==> src/sv/cspa_pkg.sv <==
// Shared types and codes for the command slot pool allocator.
// Holds the command and result transaction structs and the action and status codes.
// Depends on nothing.
`default_nettype none

package cspa_pkg;

  localparam int unsigned GEN_W = 32;
  localparam int unsigned SLOT_FIELD_W = 6;
  localparam int unsigned FREE_FIELD_W = 7;

  localparam logic [GEN_W-1:0] GEN_MAX = 32'hffff_ffff;
  localparam logic [GEN_W-1:0] GEN_FIRST = 32'd1;

  localparam logic [2:0] ACT_ACQUIRE = 3'd0;
  localparam logic [2:0] ACT_SUBMIT = 3'd1;
  localparam logic [2:0] ACT_FENCE = 3'd2;
  localparam logic [2:0] ACT_QUERY = 3'd3;
  localparam logic [2:0] ACT_PURGE = 3'd4;

  localparam logic [1:0] ST_OK = 2'd0;
  localparam logic [1:0] ST_NOFREE = 2'd1;
  localparam logic [1:0] ST_NOTENC = 2'd2;

  typedef struct packed {
    logic [2:0]              action;
    logic [SLOT_FIELD_W-1:0] slot;
    logic [GEN_W-1:0]        generation;
    logic                    fast_check;
  } cmd_t;

  typedef struct packed {
    logic [1:0]              status;
    logic [SLOT_FIELD_W-1:0] out_slot;
    logic [GEN_W-1:0]        out_generation;
    logic                    ready_res;
    logic [FREE_FIELD_W-1:0] free_count;
  } res_t;

endpackage

`default_nettype wire

==> src/sv/cspa_ram.sv <==
// Generic single-write, single-read synchronous RAM with a registered read port.
// Depends on nothing.
`default_nettype none

module cspa_ram #(
  parameter int unsigned WIDTH = 32,
  parameter int unsigned DEPTH = 64,
  localparam int unsigned AW = (DEPTH > 1) ? $clog2(DEPTH) : 1
) (
  input  wire logic             clk_i,
  input  wire logic             we_i,
  input  wire logic [AW-1:0]    waddr_i,
  input  wire logic [WIDTH-1:0] wdata_i,
  input  wire logic             re_i,
  input  wire logic [AW-1:0]    raddr_i,
  output logic      [WIDTH-1:0] rdata_o
);

  logic [WIDTH-1:0] mem_q [DEPTH];

  always_ff @(posedge clk_i) begin
    if (we_i) begin
      mem_q[waddr_i] <= wdata_i;
    end
    if (re_i) begin
      rdata_o <= mem_q[raddr_i];
    end
  end

endmodule

`default_nettype wire

==> src/sv/cspa_prio_enc.sv <==
// Lowest-index priority encoder over the slot request vector.
// Depends on nothing.
`default_nettype none

module cspa_prio_enc #(
  parameter int unsigned WIDTH = 64,
  localparam int unsigned IDX_W = (WIDTH > 1) ? $clog2(WIDTH) : 1
) (
  input  wire logic [WIDTH-1:0] req_i,
  output logic                  found_o,
  output logic      [IDX_W-1:0] idx_o
);

  always_comb begin
    found_o = 1'b0;
    idx_o = '0;
    for (int i = WIDTH - 1; i >= 0; i--) begin
      if (req_i[i]) begin
        found_o = 1'b1;
        idx_o = IDX_W'(i);
      end
    end
  end

endmodule

`default_nettype wire

==> src/sv/command_slot_pool_allocator.sv <==
// Command slot pool allocator: every transaction is accepted, executed in the next cycle and
// its result is strobed on done_o for one cycle right after that.
// No new transaction is taken while one executes; busy_o covers the cycle in which the
// generation memory read returns and the slot flags are updated.
// Reset clears all slot flags, sets the submit counter to one and the free count to the pool
// size; the generation memory is not cleared, since an entry is only used after an acquire.
// Depends on cspa_pkg, cspa_ram and cspa_prio_enc.
`default_nettype none

module command_slot_pool_allocator #(
  parameter int unsigned POOL_SLOTS = 64
) (
  input  wire logic         clk_i,
  input  wire logic         rst_ni,
  input  wire logic         start_i,
  input  wire cspa_pkg::cmd_t cmd_i,
  output logic              busy_o,
  output logic              done_o,
  output cspa_pkg::res_t    res_o
);

  localparam int unsigned SLOT_W = (POOL_SLOTS > 1) ? $clog2(POOL_SLOTS) : 1;
  localparam int unsigned CNT_W = $clog2(POOL_SLOTS + 1);

  logic                  busy_q, done_q;
  cspa_pkg::cmd_t        cmd_q;
  cspa_pkg::res_t        res_q, res_d;
  logic [POOL_SLOTS-1:0] in_use_q, in_use_d;
  logic [POOL_SLOTS-1:0] enc_q, enc_d;
  logic [POOL_SLOTS-1:0] fence_q, fence_d;
  logic [CNT_W-1:0]      free_q, free_d;
  logic [CNT_W-1:0]      retired_q, retired_d;
  logic [31:0]           counter_q, counter_d;

  logic                  accept;
  logic                  slot_valid;
  logic [SLOT_W-1:0]     sidx;
  logic [POOL_SLOTS-1:0] retire_mask;
  logic [POOL_SLOTS-1:0] cand;
  logic                  free_zero;
  logic                  pick_found;
  logic [SLOT_W-1:0]     pick_idx;
  logic                  ram_we;
  logic [31:0]           rd_gen;

  assign accept = start_i & ~busy_q;
  assign busy_o = busy_q;
  assign done_o = done_q;
  assign res_o = res_q;

  assign slot_valid = ({3'b000, cmd_q.slot} < 9'(POOL_SLOTS));
  assign sidx = SLOT_W'(cmd_q.slot);
  assign retire_mask = in_use_q & ~enc_q & fence_q;
  assign free_zero = (free_q == '0);
  assign cand = ~in_use_q | (free_zero ? retire_mask : '0);

  cspa_prio_enc #(
    .WIDTH(POOL_SLOTS)
  ) u_pick (
    .req_i  (cand),
    .found_o(pick_found),
    .idx_o  (pick_idx)
  );

  cspa_ram #(
    .WIDTH(32),
    .DEPTH(POOL_SLOTS)
  ) u_gen_ram (
    .clk_i  (clk_i),
    .we_i   (ram_we),
    .waddr_i(pick_idx),
    .wdata_i(counter_q),
    .re_i   (accept),
    .raddr_i(SLOT_W'(cmd_i.slot)),
    .rdata_o(rd_gen)
  );

  always_comb begin
    in_use_d = in_use_q;
    enc_d = enc_q;
    fence_d = fence_q;
    free_d = free_q;
    retired_d = retired_q;
    counter_d = counter_q;
    ram_we = 1'b0;
    res_d = '0;
    res_d.status = cspa_pkg::ST_OK;
    if (busy_q) begin
      case (cmd_q.action)
        cspa_pkg::ACT_ACQUIRE: begin
          if (free_zero) begin
            in_use_d = in_use_q & ~retire_mask;
            fence_d = fence_q & ~retire_mask;
            free_d = retired_q;
            retired_d = '0;
          end
          if (pick_found) begin
            in_use_d[pick_idx] = 1'b1;
            enc_d[pick_idx] = 1'b1;
            fence_d[pick_idx] = 1'b0;
            free_d = free_d - CNT_W'(1);
            ram_we = 1'b1;
            res_d.out_slot = cspa_pkg::SLOT_FIELD_W'(pick_idx);
            res_d.out_generation = counter_q;
          end else begin
            res_d.status = cspa_pkg::ST_NOFREE;
          end
        end
        cspa_pkg::ACT_SUBMIT: begin
          if (slot_valid && in_use_q[sidx] && enc_q[sidx]) begin
            enc_d[sidx] = 1'b0;
            counter_d = (counter_q == cspa_pkg::GEN_MAX) ? cspa_pkg::GEN_FIRST
                                                        : counter_q + 32'd1;
            res_d.out_slot = cmd_q.slot;
            res_d.out_generation = rd_gen;
          end else begin
            res_d.status = cspa_pkg::ST_NOTENC;
          end
        end
        cspa_pkg::ACT_FENCE: begin
          if (slot_valid && in_use_q[sidx] && !enc_q[sidx]) begin
            fence_d[sidx] = 1'b1;
            if (!fence_q[sidx]) begin
              retired_d = retired_q + CNT_W'(1);
            end
          end
        end
        cspa_pkg::ACT_QUERY: begin
          if (cmd_q.generation == '0 || !slot_valid || !in_use_q[sidx] ||
              rd_gen != cmd_q.generation) begin
            res_d.ready_res = 1'b1;
          end else if (cmd_q.fast_check) begin
            res_d.ready_res = 1'b0;
          end else begin
            res_d.ready_res = fence_q[sidx];
          end
        end
        cspa_pkg::ACT_PURGE: begin
          in_use_d = in_use_q & ~retire_mask;
          fence_d = fence_q & ~retire_mask;
          free_d = free_q + retired_q;
          retired_d = '0;
        end
        default: begin
        end
      endcase
    end
    res_d.free_count = cspa_pkg::FREE_FIELD_W'(free_d);
  end

  always_ff @(posedge clk_i or negedge rst_ni) begin
    if (!rst_ni) begin
      busy_q <= 1'b0;
      done_q <= 1'b0;
      in_use_q <= '0;
      enc_q <= '0;
      fence_q <= '0;
      free_q <= CNT_W'(POOL_SLOTS);
      retired_q <= '0;
      counter_q <= cspa_pkg::GEN_FIRST;
    end else begin
      busy_q <= accept;
      done_q <= busy_q;
      in_use_q <= in_use_d;
      enc_q <= enc_d;
      fence_q <= fence_d;
      free_q <= free_d;
      retired_q <= retired_d;
      counter_q <= counter_d;
    end
  end

  always_ff @(posedge clk_i) begin
    if (accept) begin
      cmd_q <= cmd_i;
    end
    if (busy_q) begin
      res_q <= res_d;
    end
  end

`ifndef NO_ASSERTIONS
  a_no_overlap: assert property (@(posedge clk_i) disable iff (!rst_ni)
    !(busy_o && done_o))
    else $error("busy and done are high in the same cycle");

  a_exec_then_done: assert property (@(posedge clk_i) disable iff (!rst_ni)
    busy_o |=> done_o && !busy_o)
    else $error("an executing transaction did not deliver its result");

  a_counts_bounded: assert property (@(posedge clk_i) disable iff (!rst_ni)
    ({1'b0, free_q} + {1'b0, retired_q}) <= (CNT_W + 1)'(POOL_SLOTS))
    else $error("free and retired slot counts exceed the pool size");

  a_counter_nonzero: assert property (@(posedge clk_i) disable iff (!rst_ni)
    counter_q != '0)
    else $error("submit counter reached zero");
`endif

endmodule

`default_nettype wire

==> config.mk <==
export PLATFORM = sky130hd
export DESIGN_NAME = command_slot_pool_allocator
export DESIGN_NICKNAME = d
export VERILOG_FILES = /design/src/sv/cspa_pkg.sv /design/src/sv/cspa_ram.sv /design/src/sv/cspa_prio_enc.sv /design/src/sv/command_slot_pool_allocator.sv
export SDC_FILE = /design/constraint.sdc
export NUM_CORES = 2
export LEC_CHECK = 0
export BUFFER_PORTS_ARGS = -buffer_cell sky130_fd_sc_hd__buf_2
export CORE_MARGIN = 5
export CORE_UTILIZATION = 40
export DETAILED_ROUTE_END_ITERATION = 8
export GPL_ROUTABILITY_DRIVEN = 1
export SETUP_SLACK_MARGIN = 0.4
export SYNTH_ARGS = -nofsm -noshare
export SYNTH_HDL_FRONTEND = slang
export SYNTH_SLANG_ARGS = --single-unit
==> constraint.sdc <==
create_clock -name clk_i -period 5.7 [get_ports clk_i]
set_input_delay 0.855 -clock clk_i [delete_from_list [all_inputs] [get_ports clk_i]]
set_output_delay 0.855 -clock clk_i [all_outputs]
set_load 0.01 [all_outputs]
# [Word-level counts from Yosys, hierarchy flattened]
# Memory sizes are Yosys's and may differ from the RTL's. A register that Yosys moved wholly into a read port is not among the register bits.
# Cells that the tools add are included.
[op_classes] add_sub_neg=4 magnitude_cmp=4 n_eq_ne=11 mux=176 bitwise_logic=17 n_reduce_logical=19
[op_table] op="$mux 64" n=12
[op_table] op="$and 64x64->64" n=6
[op_table] op="$mux 6" n=64
[op_table] op="$not 64->64" n=5
[op_table] op="$or 64x64->64" n=4
[op_table] op="$pmux 64 s2" n=2
[op_table] op="$pmux 64 s3" n=1
[op_table] op="$pmux 40 s2" n=1
[op_table] op="$mux 1" n=77
[op_table] op="$mux 38" n=2
[op_table] op="$mux 7" n=8
[op_table] op="$add 32x1->32 const B" n=1
[op_table] op="$eq 32x32->1 const B" n=1
[op_table] op="$logic_not 32->1" n=1
[op_table] op="$mux 32" n=1
[op_table] op="$ne 32x32->1" n=1
[op_table] op="$pmux 7 s3" n=1
[op_table] op="$bmux 1 s6" n=3
[op_table] op="$lt 6x7->1 const B" n=2
[op_table] op="$pmux 7 s2" n=1
[op_table] op="$demux 1 s6" n=2
[op_table] op="$ge 6x1->1 const B" n=2
[op_table] op="$ne 2x2->1 const B" n=5
[op_table] op="$add 7x1->7 const B" n=1
[op_table] op="19 further kinds" n=27
[totals] reg_bits=330 ram_bits=2048 input_bits=45 output_inout_bits=50 wordCells=249 mem_count=1
[mem_list] memory="u_gen_ram.mem_q" words=64 width=32 read_ports=1 rd_clocked_by_memory_dff=1 write_ports=1 line_no="cspa_ram.sv:19" text="logic [WIDTH-1:0] mem_q [DEPTH];"

# [Logic depth before layout (Yosys ltp)]
[depth] depth_word=77 ltp_mapped=15 depth_no_buf=10

# [Cells and area by module]
# Synthesis repeated with hierarchy kept, for this count alone.
[unflattened] hier_cells=5328 area_unflattened_um2=97792.5
[modules_own_cells] mod="cspa_ram" n_inst=1 cells_each=3324 area_each_um2=78835.6 seq_area_each_um2=62459.9
[modules_own_cells] mod="command_slot_pool_allocator" n_inst=1 cells_each=1864 area_each_um2=18193.7 seq_area_each_um2=8710.9
[modules_own_cells] mod="cspa_prio_enc" n_inst=1 cells_each=140 area_each_um2=763.2 seq_area_each_um2=0.0

# [Worst setup path after synthesis]
# Ideal clock, no wire load.
[synth_timing] path_kind="reg-to-reg" from="register free_q[3]" to="memory u_gen_ram.mem_q[11][0] (enable)" setup_ns=0.461 t_arrival_ns=5.212 t_required_ns=5.239 setup_slack_ns=0.027 path_stages_with_launch=14 n_path_buf=4 period_less_slack_ns=5.673 cell_sequence="dfrtp_1 -> or4_1 -> buf_2 -> nor2_4 -> buf_4 -> buf_6 -> a221oi_1 -> a211o_1 -> a31oi_1 -> o211a_2 -> o211ai_1 -> clkbuf_1 -> or2_1 -> nor3_1"
[synth_between] elab_chain_cells=72 elab_cells_between_ends=136 cone_classes="mux: 134; bitwise: 1; reduce/logical: 1"
[synth_rtl] element="start: declaration" line_no="command_slot_pool_allocator.sv:31" text="logic [CNT_W-1:0] free_q, free_d;"
[synth_rtl] element="start signal: assignment" line_no="command_slot_pool_allocator.sv:158" text="free_q <= CNT_W'(POOL_SLOTS);"
[synth_rtl] element="start signal: assignment" line_no="command_slot_pool_allocator.sv:167" text="free_q <= free_d;"
[synth_rtl] element="$logic_not 7->1 (*)" line_no="command_slot_pool_allocator.sv:54" text="assign free_zero = (free_q == '0);"
[synth_rtl] element="$mux 64 (*)" line_no="command_slot_pool_allocator.sv:55" text="assign cand = ~in_use_q | (free_zero ? retire_mask : '0);"
[synth_rtl] element="$or 64x64->64 (*)" line_no="command_slot_pool_allocator.sv:55"
[synth_rtl] element="$mux 1 (64 in series)" line_no="cspa_prio_enc.sv:18" text="if (req_i[i]) begin"
[synth_rtl] element="$mux 1" line_no="command_slot_pool_allocator.sv:97" text="if (pick_found) begin"
[synth_rtl] element="$mux 1" line_no="command_slot_pool_allocator.sv:89" text="case (cmd_q.action)"
[synth_rtl] element="$mux 1" line_no="command_slot_pool_allocator.sv:88" text="if (busy_q) begin"
[synth_rtl] element="$mux 1" line_no="cspa_ram.sv:22" text="if (we_i) begin"
[synth_rtl] element="$mux 1 (implied by the code)" line_no="cspa_ram.sv:23" text="mem_q[waddr_i] <= wdata_i;"
[synth_rtl] element="end: declaration" line_no="cspa_ram.sv:19"
# Every way passes the cells marked *; elsewhere a longest branch is shown, timed or not.

# [Final worst setup path]
[layout_timing] from="register free_q[3]" to="memory u_gen_ram.mem_q[12][14] (enable)"
# The elaborated chain is that of the path after synthesis.

==> flow_summary.json <==
{
  "synth-simple-area-share_pct": 4.38,
  "power.total_mw": 36.5,
  "grt_max_degree": 95,
  "crit_type": "reg -> reg",
  "rrSetupSlack_ns": 0.66,
  "final_util_pct": 46.1,
  "cpMaxStageDelayCell": "nor2_4",
  "layout_commonest_cell": "edfxtp_1",
  "start_util_pct": 40.2,
  "numPortBuffers": 94,
  "synth-main-ff-cell": "edfxtp_1",
  "required_ns": 6.24,
  "clk_pin_slew_ns": 0.07,
  "postSynthAreaPerCell_um2": 19.0,
  "post_drt_wl_per_cell_um": 33.3,
  "synthCells": 5208,
  "gr-total-overflow": 0,
  "ys_async_sr_fraction_pct": 9.96,
  "final_antenna_net_count": 0,
  "grt_pass1_vias": 54900,
  "cts.path.max_buffers": 3,
  "dpl.hpwl_um": 189000,
  "finalCritPeriodShare_pct": 88.4,
  "slowest_delay_ns": 0.94,
  "place_congestion": 1.00,
  "crit_fanout": 25,
  "vias": 55500,
  "synth_xor_area_share_pct": 0.619,
  "die_w_um": 508,
  "synth_top_family_by_area": "multiplexers",
  "final_max_slew_viol_count": 0,
  "fmax_mhz": 199,
  "period_minus_slack_ns": 5.04,
  "tns_ns": 0,
  "rsz0062_at_grt": "false",
  "core_area_um2": 246000,
  "first_pass_iters": 8,
  "post-cts-setup-buffers": 0,
  "clock_sinks": 2410,
  "hp-class": "in -> reg",
  "power_switching_mw": 8.08,
  "hold_start": "cmd_i[24]",
  "seq_power_share_pct": 52.8,
  "via_per_inst": 6.14,
  "yosys_warnings": 0,
  "rows": 182,
  "area_growth_pct": 14.7,
  "status": "finished, final reports clean",
  "p_int_mw": 28.4,
  "r2r-end": "u_gen_ram.mem_q[12][14]$_DFFE_PP_",
  "synth-seq-cells": 2410,
  "synth_cell_type_count": 95,
  "p_leak_nw": 31.6,
  "syn_nets": 5263,
  "worstMarginPinSlew_ns": 1.34,
  "tritoncts": "built",
  "synth-seq-area-share_pct": 71.9,
  "reg2reg_depth": 12,
  "die_h_um": 508,
  "grt_pass1_wl_um": 426000,
  "comb_power_share_pct": 5.1,
  "slew_headroom_pct": 10.3,
  "syn_area_um2": 99000,
  "ios": 95,
  "switching_share_pct": 22.1,
  "endpoint_kind": "flop",
  "antenna_found_initial": 20,
  "hold_viol_final": 0,
  "final-setup-viol-count": 0,
  "worstSkewPairLatency_ns": 0.87,
  "gr-usage-all-layers_pct": 23.0,
  "synth_edf_count": 2170,
  "fin_worst_skew_ns": 0.0452,
  "min_to": "cmd_q[24]$_DFFE_PP_",
  "cts-buffers-inserted": 229,
  "dieArea_um2": 258000,
  "drive_above_1_share_pct": 27.8,
  "ir_drop_mv": 0.403,
  "cap_violations": 0,
  "crit_arrival_ns": 5.58,
  "cp_cell_sequence": "or4_4 -> buf_4 -> or3_1 -> a31oi_1 -> o41ai_1 -> o2111ai_1 -> buf_4 -> a221o_2 -> buf_4 -> nand4_4 -> nor2_4 -> buf_4",
  "powerDensity_nw_per_um2": 321,
  "drc": 0,
  "drt-initial-drc-count": 7389,
  "pwr-share-clk_pct": 42.1,
  "layout_common_cells": "2170 x edfxtp_1, 677 x mux4_2, 250 x buf_4",
  "root_buffer": "clkbuf_16",
  "htreeDepth": 4,
  "synthMuxAreaShare_pct": 16.0,
  "holdPathStages": 1,
  "fin_nets": 5573,
  "synth_fa_ha_area_share_pct": 0.134,
  "routed_wl_um": 301000,
  "crit_path_frequent_cell": "buf_4",
  "r2r-start": "free_q[3]$_DFF_PN0_",
  "synth_compound_gate_area_share_pct": 5.55,
  "crit_path_start_kind": "flop"
}
[Yosys cell counts, types with 35 or more instances]
library cell	n	area, um^2
o21ai_0	195	976
nand2b_1	120	751
nor3_1	41	205
clkbuf_1	200	751
dfrtp_1	238	5960
nand3_1	73	365
nand4_1	63	394
nor4_1	38	238
nand2_1	175	657
mux4_2	677	15200
and2_1	35	219
buf_1	78	293
xor2_1	58	508
edfxtp_1	2170	65200
a21oi_1	120	601
a22o_1	42	368
nor2_1	181	679
o211ai_1	49	368
[state kept, by name, indices dropped and copies added (netlist names)]
name and flops:
u_gen_ram.mem_q 2048, enc_q 64, fence_q 64, in_use_q 64, res_o 48, cmd_q 36
counter_q 32, u_gen_ram.rdata_o 32, free_q 7, retired_q 7, sidx 6, busy_o 1
done_o 1
[logic make-up (layout without fill, tap and decap cells)]
family                   count (synthesis)  after routing
XOR/XNOR                                70             70
adder cells (fa/ha/maj)                 10             10
other                                    0              6
flip-flops                            2410           2410
buffers and inverters                  352            859
multiplexers                           733            733
AND/OR/NAND/NOR                        840            842
AO/OA/AOI/OAI                          793            793
[worst max-delay path: cells and delay by family, from the launching register on]
family | cells | cell delay [ns]
AND/OR/NAND/NOR | 4 | 2.30
AO/OA/AOI/OAI | 4 | 0.97
buffers and inverters | 4 | 0.96
flip-flops | 1 | 0.44
[layout make-up]
| type | count | area [um^2] |
|---|---|---|
| antenna | 6 | 15.0 |
| multi-input combinational | 2448 | 27000 |
| clock inverter | 149 | 1500 |
| sequential | 2410 | 71200 |
| timing repair buffer | 399 | 3500 |
| fill | 20600 | 133000 |
| inverter | 30 | 113 |
| clock buffer | 281 | 6050 |
| tap | 3312 | 4140 |
[through the flow]
| step | hold slack (ns) | std cells | worst slack [ns] | area, um^2 |
|---|---|---|---|---|
| after floorplan | 0.469 | 5208 | 0.0265 | 99000 |
| after global placement | 0.521 | 8596 | 0.309 | 106000 |
| after detailed placement | 0.533 | 8596 | 0.416 | 106000 |
| after global routing | 0.112 | 9030 | 0.509 | 114000 |
| after CTS | 0.105 | 9027 | 0.404 | 114000 |
| final | 0.169 | 9035 | 0.663 | 114000 |
[what timing repair did]
| action | in CTS | in global routing |
|---|---|---|
| hold buffers | 1 | 0 |
| resized for setup | 0 | 2 |
| hold endpoints to repair | 6 | 0 |
| endpoints found under the setup margin | 0 | 172 |
[worst max path at each step]
stage	from	endpoint	slack [ns]
final	free_q[3]$_DFF_PN0_	u_gen_ram.mem_q[12][14]$_DFFE_PP_	0.66
after global routing	free_q[5]$_DFF_PN0_	u_gen_ram.mem_q[20][15]$_DFFE_PP_	0.51
after CTS	free_q[3]$_DFF_PN0_	u_gen_ram.mem_q[12][2]$_DFFE_PP_	0.40
after detailed placement	free_q[3]$_DFF_PN0_	u_gen_ram.mem_q[28][31]$_DFFE_PP_	0.42
after global placement	free_q[3]$_DFF_PN0_	u_gen_ram.mem_q[56][19]$_DFFE_PP_	0.31
after floorplan	free_q[3]$_DFF_PN0_	u_gen_ram.mem_q[11][0]$_DFFE_PP_	0.03
[layer usage]
layer / routed length (um) / global-route usage, % / share of wire, % / vias up
li1: - / - / - / 22300
met4: 11100 / 7.48 / 3.7 / 6
met2: 140000 / 35.7 / 46 / 2944
met3: 27000 / 5.07 / 9.0 / 558
met1: 123000 / 32.7 / 41 / 29700
met5: 45 / 0 / 0.015 / -
[power by group through the flow]
stage | sequential [mW] | combinational [mW] | clock (mW)
after global routing | 19.2 | 1.93 | 16.4
after CTS | 19.2 | 1.83 | 15.6
after detailed placement | 19.6 | 1.82 | 0
final | 19.3 | 1.87 | 15.4
after global placement | 19.6 | 1.82 | 0
after floorplan | 19.6 | 0.982 | 0
No activity file was read; power rests on OpenSTA's default activity.
